## config.mk

```make
export PLATFORM = sky130hd
export DESIGN_NAME = mexp_ctrl
export DESIGN_NICKNAME = d
export VERILOG_FILES = /design/src/design/mexp_pkg.sv /design/src/design/mexp_ctrl.sv
export SDC_FILE = /design/constraint.sdc
export NUM_CORES = 1
export LEC_CHECK = 0
export ABC_AREA = 1
export CORE_AREA = 2 2 39 41
export CTS_CLUSTER_DIAMETER = 40
export DETAILED_ROUTE_END_ITERATION = 8
export DIE_AREA = 0 0 41 43
export DONT_BUFFER_PORTS = 1
export MAX_ROUTING_LAYER = met4
export PLACE_DENSITY_LB_ADDON = 0.2
export SYNTH_ARGS = -nofsm -noshare
export SYNTH_HDL_FRONTEND = slang
export SYNTH_SLANG_ARGS = --single-unit
export TNS_END_PERCENT = 100
```

## constraint.sdc

```tcl
create_clock -name clk -period 0.85 [get_ports clk]
set_input_delay 0.17 -clock clk [delete_from_list [all_inputs] [get_ports clk]]
set_output_delay 0.17 -clock clk [all_outputs]
set_load 0.01 [all_outputs]
```

## src/design/mexp_pkg.sv

```systemverilog
// ----------------------------------------------------------------------------
// mexp_pkg
// Widths, step counts and the controller/datapath interface types shared by
// the modular exponentiation block.
// ----------------------------------------------------------------------------
package mexp_pkg;

  localparam int MOD_BITS  = 31;
  localparam int EXP_BITS  = 63;
  localparam int PROD_BITS = 2 * MOD_BITS;
  localparam int RED_STEPS = PROD_BITS;
  localparam int CNT_BITS  = $clog2(RED_STEPS);
  localparam int REM_BITS  = MOD_BITS + 1;

  typedef struct packed {
    logic load;      // capture input word
    logic mul;       // load product registers, start reduction
    logic pre;       // operand reduction pass, no multiply
    logic step;      // one reduction step on both lanes
    logic commit;    // write reduced values back
    logic out_load;  // capture result word
  } cmd_t;

  typedef struct packed {
    logic exp_zero;
    logic red_last;
  } status_t;

endpackage

```

## src/design/mexp_ctrl.sv

```systemverilog
// ----------------------------------------------------------------------------
// mexp_ctrl
// Sequencer: one exponent bit per pass of multiply, serial reduce, commit.
// Owns both handshakes.
// ----------------------------------------------------------------------------
module mexp_ctrl (
  input  logic             clk,
  input  logic             rst_n,
  input  logic             in_valid,
  output logic             in_stall,
  output logic             out_valid,
  input  logic             out_stall,
  input  mexp_pkg::status_t sts,
  output mexp_pkg::cmd_t   cmd
);

  typedef enum logic [2:0] {
    ST_IDLE,
    ST_MUL,
    ST_RED,
    ST_COMMIT,
    ST_FIN
  } state_t;

  state_t state_r, state_nxt;
  logic   pre_r, pre_nxt;
  logic   out_valid_r, out_valid_nxt;

  always_comb begin
    state_nxt     = state_r;
    pre_nxt       = pre_r;
    out_valid_nxt = out_valid_r && out_stall;
    cmd           = '0;
    case (state_r)
      ST_IDLE: begin
        if (in_valid) begin
          cmd.load  = 1'b1;
          pre_nxt   = 1'b1;
          state_nxt = ST_MUL;
        end
      end
      ST_MUL: begin
        if (!pre_r && sts.exp_zero) begin
          state_nxt = ST_FIN;
        end else begin
          cmd.mul   = 1'b1;
          cmd.pre   = pre_r;
          state_nxt = ST_RED;
        end
      end
      ST_RED: begin
        cmd.step = 1'b1;
        if (sts.red_last) begin
          state_nxt = ST_COMMIT;
        end
      end
      ST_COMMIT: begin
        cmd.commit = 1'b1;
        cmd.pre    = pre_r;
        pre_nxt    = 1'b0;
        state_nxt  = ST_MUL;
      end
      ST_FIN: begin
        if (!out_valid_r || !out_stall) begin
          cmd.out_load  = 1'b1;
          out_valid_nxt = 1'b1;
          state_nxt     = ST_IDLE;
        end
      end
      default: begin
        state_nxt = ST_IDLE;
      end
    endcase
  end

  always_ff @(posedge clk) begin
    if (!rst_n) begin
      state_r     <= ST_IDLE;
      pre_r       <= 1'b0;
      out_valid_r <= 1'b0;
    end else begin
      state_r     <= state_nxt;
      pre_r       <= pre_nxt;
      out_valid_r <= out_valid_nxt;
    end
  end

  assign in_stall  = (state_r != ST_IDLE);
  assign out_valid = out_valid_r;

endmodule

```

== After elaboration in Yosys (flattened, before gate mapping) ==
Index checks and enable logic that the tools add are counted.

* Input bits: 6
* Register bits: 5
* Word-level logic and storage cells: 39

* Multiplexer cells: 18
* Reduce and logical (&&, ||, !) cells: 11
* Equal/unequal tests: 7

{| class="wikitable"
|+ Operators by type and width
! cell !! number
|-
| 3-bit one-hot mux with 5 select lines || 1
|-
| 3-bit 2-to-1 mux || 4
|-
| 1-bit 2-to-1 mux || 10
|-
| 3-bit by 2-bit equality test with 1-bit output, second input constant || 2
|-
| 2-bit != test, second input constant || 3
|-
| 1-bit one-hot mux with 2 select lines || 2
|-
| 3-bit by 1-bit equality test with 1-bit output, second input constant || 1
|-
| 3-bit equality test, second input constant || 1
|-
| 1-bit logical NOT || 3
|-
| 3-bit logical NOT || 1
|-
| 3-bit AND reduction || 1
|-
| 3-bit nonzero test || 1
|-
| 1-bit logical AND || 2
|-
| 2-bit 2-to-1 mux || 1
|-
| 2-bit AND reduction || 1
|-
| 2-bit nonzero test || 1
|-
| 1-bit logical OR || 1
|}

== Depth between registers and ports, before layout ==
Gate-level depths: netlist of the first run.

* Depth in word-level cells: 4
* Gate-level depth with buffers: 5
* Mapped depth without buffers: 5

== Least setup slack after synthesis of the first run ==
No wires, ideal clock.

* Path type: reg-to-reg
* Start: reg state_r[2]
* End: reg state_r[1]
* Path slack: -0.166 ns
* Setup time: 0.064 ns
* Stages on the path, launching flop included: 5
* Buffers on the path: 1
* Data arrival time: 0.951 ns
* Cells stage by stage: dfxtp_1 -> buf_4 -> nor3_1 -> nor2_1 -> nor2_1

* Word-level cells in the longest chain between the ends: 3

{| class="wikitable"
|+ Ends and longest elaborated chain
! what !! line !! text
|-
| start, declared || mexp_ctrl.sv:25 || <nowiki>state_t state_r, state_nxt;</nowiki>
|-
| start signal, assigned || mexp_ctrl.sv:82 || <nowiki>state_r <= state_nxt;</nowiki>
|-
| 3-bit equality test (tied with other cells) || mexp_ctrl.sv:34 || <nowiki>case (state_r)</nowiki>
|-
| 2-bit != test (no source line) || n/a ||
|-
| 3-bit AND reduction (no source line) || n/a ||
|}

Several ways; a longest one is shown, not always the timed one.
A chain may end at the register's enable or synchronous reset.

==> results of run 1 <==
critical path, delay by kind of cell (launching register included):
kind	cells	cell delay (ns)
buf+inv	1	0.06
simple gates	2	0.31
flops	1	0.42
state kept, by name (all words and copies together) (netlist names):
signal and flops:
state_r 3, out_valid 1, pre_r 1
cell families (layout without fill, tap and decap cells):
group	after synthesis	in the layout	share of synthesized area [%]
AND/OR/NAND/NOR	21	21	38.07
buffers and inverters	12	23	17.89
flip-flops	5	5	36.70
AO/OA/AOI/OAI	4	4	7.340
area by class of cell:
| cell class | count | area, sq um |
|---|---|---|
| Inverter | 11 | 46.29 |
| Clock buffer | 4 | 26.28 |
| Fill cell | 154 | 910.9 |
| Multi-Input combinational cell | 25 | 187.7 |
| Sequential cell | 5 | 113.9 |
| Tap cell | 16 | 20.02 |
| Timing Repair Buffer | 8 | 78.83 |
what timing repair did:
action	4_1_cts	5_1_grt
resized for setup	9	20
endpoints found under the setup margin	12	13
setup buffers	2	1
pin swaps	5	6
how the worst min path moves through the flow:
stage / startpoint / to / slack (ns) / depth (start not counted)
floorplan: sts[1] / state_r[2]$_SDFFE_PN0P_ / 0.33 / 2
global placement: out_stall / out_valid$_SDFF_PN0_ / 0.35 / 2
detailed placement: out_stall / out_valid$_SDFF_PN0_ / 0.35 / 2
CTS: sts[1] / state_r[2]$_SDFFE_PN0P_ / 0.09 / 2
global route: sts[1] / state_r[2]$_SDFFE_PN0P_ / 0.11 / 2
finish: sts[1] / state_r[2]$_SDFFE_PN0P_ / 0.1 / 2
layer usage:
metal | global-route usage [%] | routed length (um) | vias up
met2 | 12.81 | 419 | 4
met3 | 3.141 | 17 | 0
met5 | - | 0 | -
met1 | 11.94 | 274 | 122
li1 | - | - | 157
met4 | 8.000 | 0 | 0
power by group through the flow:
stage / sequential, W / combinational (W) / clock (W)
6_report: 0.000323 / 0.000316 / 0.000261
5_1_grt: 0.000328 / 0.000346 / 0.000295
4_1_cts: 0.000308 / 0.000254 / 0.000279
3_5_place_dp: 0.000299 / 0.000211 / 0
3_3_place_gp: 0.000299 / 0.000211 / 0
2_1_floorplan: 0.000293 / 0.000157 / 0
cell usage in the layout (no fill, tap or decap), types with 2 or more instances in the layout:
master    instances
nor3_4            4
inv_1             4
dfxtp_2           2
nand2_1           3
buf_6             5
nand2_2           2
nor2_1            3
nand3_1           3
dfxtp_4           3
buf_4             3
clkbuf_4          3
a21oi_1           3
nand4_1           2
inv_2             6
through the flow:
step	hold slack (ns)	TNS [ns]	total power (W)	setup slack [ns]
2_1_floorplan	0.3303	-0.3339	0.0004500	-0.07723
4_1_cts	0.09341	-2.869	0.0008414	-0.3710
6_report	0.09732	-2.642	0.0008999	-0.3407
3_3_place_gp	0.3463	-1.137	0.0005103	-0.1292
5_1_grt	0.1146	-3.412	0.0009688	-0.3929
3_5_place_dp	0.3473	-1.136	0.0005098	-0.1410
==> summary.txt, run 1 <==
Cells after synthesis -> 42
Worst Max-Slew Pin Slew -> 0.1970 ns
Leading area contributor after synthesis -> dfxtp_1
Starting Density -> 19.71%
Placed inst area -> 339.1 sq um
Post-synth top flop -> dfxtp_1
CTS Root Cell -> clkbuf_4
Reg power frac -> 35.9%
Clk sink count -> 5
RSZ-0062 raised after global routing -> true
Period utilisation layout -> 140.1%
Worst reg-to-reg setup slack -> -0.27 ns
CP Max Fanout -> 6
Syn nets -> 48
Via/cell ratio -> 4.101
Final Cell Area -> 473.0 sq um
Worst reg2reg endpoint -> state_r[0]$_SDFFE_PN0P_
Crit Path Class -> reg -> out
CP arrival -> 1.02 ns
Final core occ -> 34.18%
Critical Path Start -> state_r[0]$_SDFFE_PN0P_
Combinational power share -> 35.1%
Placed cells -> 62
Die H -> 43 um
Drt first pass iters -> 2
Leakage power total -> 0.2068 nW
Post-synth ARST share -> 0%
Worst-Skew Late Latency -> 0.23 ns
#FFs+latches synth -> 5
Max-Cap Viols -> 0
Die area -> 1763 sq um
Vias -> 283
Maximum root-to-sink buffer count -> 2
CTS tree -> done
Final worst slack -> -0.3407 ns
Nets -> 60
Crit-path max cell delay -> 0.42 ns
Crit. End Element -> output port
Vias in the first global route -> 274
Synth top cells by count -> inv_1, dfxtp_1, nand2_1, nor2_1
RD Place Congestion -> 0.7087
Layout cell share with drive strength beyond 1 -> 64.15%
# diodes -> 0
Slew Limit Fails -> 0
Synth-to-layout area growth -> 73.39%
Chip width -> 41 um
Clock period minus worst slack -> 1.191 ns
Mean Syn Cell Area -> 6.494 sq um
Pwr Density -> 1903 nW/um^2
R2R Path Start -> state_r[0]$_SDFFE_PN0P_
Row Count -> 14
EDFF count, synth -> 0
Yosys Warn Count -> 0
FMAX -> 839.8 MHz
Outcome -> complete, but fails checks
Layout Cells excl Fill -> 69
Synth Cell Area -> 272.8 sq um
Violated checks -> negative setup slack
Slew headroom -> 86.85%
Share of the synthesized area in the top cell type -> 36.70%
Largest net degree at the start of global routing -> 9
Routed WL -> 711 um
Tightest Hold Check Type -> in -> reg
Internal power -> 0.0006034 W
Worst-path cell chain -> inv_6 -> nor3_4 -> and2_4
Clock buffer count from CTS -> 3
Clock slew at the register clock pins of the worst setup and hold paths -> 0.04 ns
R2R depth -> 7
Detailed placement HPWL -> 525.7 um
Synth cell types -> 12
DRC -> 0
IO buf count -> 0
Switch Pwr -> 0.0002965 W
Core Area -> 1384 sq um
Power share of the clock group -> 29.0%
Post-DRT Antenna Nets -> 0
Crit start category -> register
Clock skew -> 0.001213 ns
Switching share of power -> 32.95%
WP data required -> 0.68 ns
DRT iter0 DRCs -> 2
Htree depth -> 1
Final setup violation count -> 11
Grt ovf -> 0
Critical Path Sink -> cmd[4]
GRT Overall Usage -> 9.887%
Seq/Total Area, Yosys -> 36.70%
WL/cell -> 10.30 um
Dominant cells by area after synthesis -> dfxtp_1, inv_1, a21oi_1
VDD IR-drop max -> 0.5388 mV
Initial antenna violation count -> 0
Fin. Hold Viols -> 0
Critical-path top delay cell -> dfxtp_4
Hold Buf Count CTS -> 0
First-pass GRT wire length -> 1117 um
Top-count cell post-synth -> inv_1
IO Pins -> 14
No activity file was read; power rests on OpenSTA's default activity.
==> inputs of run 2 (changes only) <==
CTS_BUF_LIST = sky130_fd_sc_hd__clkbuf_8   (was unset)
==> summary.txt, run 2 (synthesis results as in run 1) <==
Power share of the clock group -> 40.4% (+11 points)
Largest net degree at the start of global routing -> 9 (unchanged)
Chip width -> 41 um (unchanged)
Largest register FFs -> 3 (unchanged)
Internal power -> 0.0007169 W (+19%)
Crit. End Element -> output port
Via/cell ratio -> 4.044 (-1.4%)
Nets -> 59 (-1.7%)
Fin. Hold Viols -> 0 (unchanged)
Routed WL -> 703 um (-1.1%)
Slew headroom -> 86.72% (-0.14 points)
Synth-to-layout area growth -> 73.85%
DRC -> 0 (unchanged)
Placed inst area -> 339.1 sq um (unchanged)
Commonest cells after routing, fill and taps aside -> inv_2, inv_1, nor3_4, buf_4
Final core occ -> 34.27% (+0.090 points)
Switching share of power -> 30.56% (-2.4 points)
Core Area -> 1384 sq um (unchanged)
Starting Density -> 19.71% (unchanged)
Maximum root-to-sink buffer count -> 2 (unchanged)
CP arrival -> 1.00 ns (-0.02 ns)
Worst-Skew Late Latency -> 0.22 ns (about the same)
Die H -> 43 um (unchanged)
Commonest non-fill, non-tap cell in the layout -> inv_2
Layout cell share with drive strength beyond 1 -> 59.62% (-4.5 points)
RSZ-0062 raised after global routing -> true
Clock period minus worst slack -> 1.169 ns (-0.02174 ns)
Reg power frac -> 31.2% (-4.7 points)
DRT iter0 DRCs -> 2 (unchanged)
Violated checks -> negative setup slack
Drt first pass iters -> 2 (unchanged)
Pre-CTS WS -> -0.1410 ns (unchanged)
Outcome -> complete, but fails checks
WP data required -> 0.68 ns (about the same)
Initial antenna violation count -> 0 (unchanged)
Post-DRT Antenna Nets -> 0 (unchanged)
IO Pins -> 14 (unchanged)
Switch Pwr -> 0.0003156 W (+6.4%)
Max-Cap Viols -> 0 (unchanged)
CP Max Fanout -> 6 (unchanged)
Vias in the first global route -> 274 (unchanged)
WL/cell -> 10.34 um (+0.33%)
Worst Max-Slew Pin Slew -> 0.1990 ns (+0.002025 ns)
IO buf count -> 0 (unchanged)
Crit start category -> register
Detailed placement HPWL -> 525.7 um (unchanged)
Period utilisation layout -> 137.5% (-2.6 points)
Die area -> 1763 sq um (unchanged)
Total power -> 0.001033 W (+15%)
Biggest register -> state_r
CTS tree -> done
Htree depth -> 1 (unchanged)
# diodes -> 0 (unchanged)
FMAX -> 855.5 MHz (+1.9%)
Hold Buf Count CTS -> 0 (unchanged)
Final setup violation count -> 11 (unchanged)
Final Cell Area -> 474.2 sq um (+0.26%)
Slew Limit Fails -> 0 (unchanged)
Final worst slack -> -0.3190 ns (+0.02174 ns)
VDD IR-drop max -> 0.6598 mV (+22%)
Clk sink count -> 5 (unchanged)
Clock skew -> 0.0008310 ns (-0.0003817 ns)
CTS Root Cell -> clkbuf_8
Leakage power total -> 0.2104 nW (+1.8%)
GRT Overall Usage -> 10.09% (+0.21 points)
Row Count -> 14 (unchanged)
Clock slew at the register clock pins of the worst setup and hold paths -> 0.03 ns (about the same)
Vias -> 275 (-2.8%)
Crit Path Class -> reg -> out
Grt ovf -> 0 (unchanged)
Pwr Density -> 2177 nW/um^2 (+14%)
RD Place Congestion -> 0.7087 (unchanged)
Tightest Hold Check Type -> in -> reg
Clock buffer count from CTS -> 3 (unchanged)
First-pass GRT wire length -> 1117 um (unchanged)
Combinational power share -> 28.4% (-6.7 points)
## run 2: per-layer routing
layer	track usage (%)	vias to the layer above	share of wire [%]
li1	-	152	-
met1	11.94	119	42
met2	12.50	4	56
met3	3.141	0	2.4
met4	10.00	0	0
met5	-	-	0
## run 2: path summary, 6_finish.rpt
kind                            slack [ns]  cells past startpoint                     from                      end
worst max-delay path                 -0.32                      3  state_r[0]$_SDFFE_PN0P_                   cmd[4]
worst min-delay path                  0.11                      2                   sts[1]  state_r[2]$_SDFFE_PN0P_
worst max register to register       -0.17                      6  state_r[0]$_SDFFE_PN0P_  state_r[0]$_SDFFE_PN0P_
worst min register to register        0.48                      2     out_valid$_SDFF_PN0_     out_valid$_SDFF_PN0_
## run 2: power by group through the flow
stage / registers [W] / clock network [W] / logic, W
6_report: 0.000322 / 0.000417 / 0.000293
5_1_grt: 0.000327 / 0.000454 / 0.000325
4_1_cts: 0.000310 / 0.000437 / 0.000254
3_5_place_dp: 0.000299 / 0 / 0.000211
3_3_place_gp: 0.000299 / 0 / 0.000211
2_1_floorplan: 0.000293 / 0 / 0.000157
## run 2: timing repair
item | 4_1_cts | 5_1_grt
setup buffers | 2 | 0
gates cloned | 0 | 0
pin swaps | 4 | 7
resized for setup | 10 | 15
setup endpoints to repair | 12 | 12
## run 2: area by class of cell
type                            instances  area (sq um)
Sequential cell                         5         111.4
Clock inverter                          1         3.754
Fill cell                             151         909.6
Timing Repair Buffer                    7         63.81
Tap cell                               16         20.02
Clock buffer                            3         41.29
Multi-Input combinational cell         25         187.7
Inverter                               11         46.29
## run 2: metrics by stage
step                hold slack (ns)  cells  TNS (ns)
global route                 0.1368     68    -3.148
CTS                          0.1129     68    -2.659
finish                       0.1117     68    -2.410
floorplan                    0.3303     42   -0.3339
detailed placement           0.3473     62    -1.136
global placement             0.3463     62    -1.137
## run 2: worst max-delay path, cell delays in order (launching register included)
cell and delay (ns):
dfxtp_4 0.42, inv_6 0.06, nor3_4 0.12, and2_4 0.18
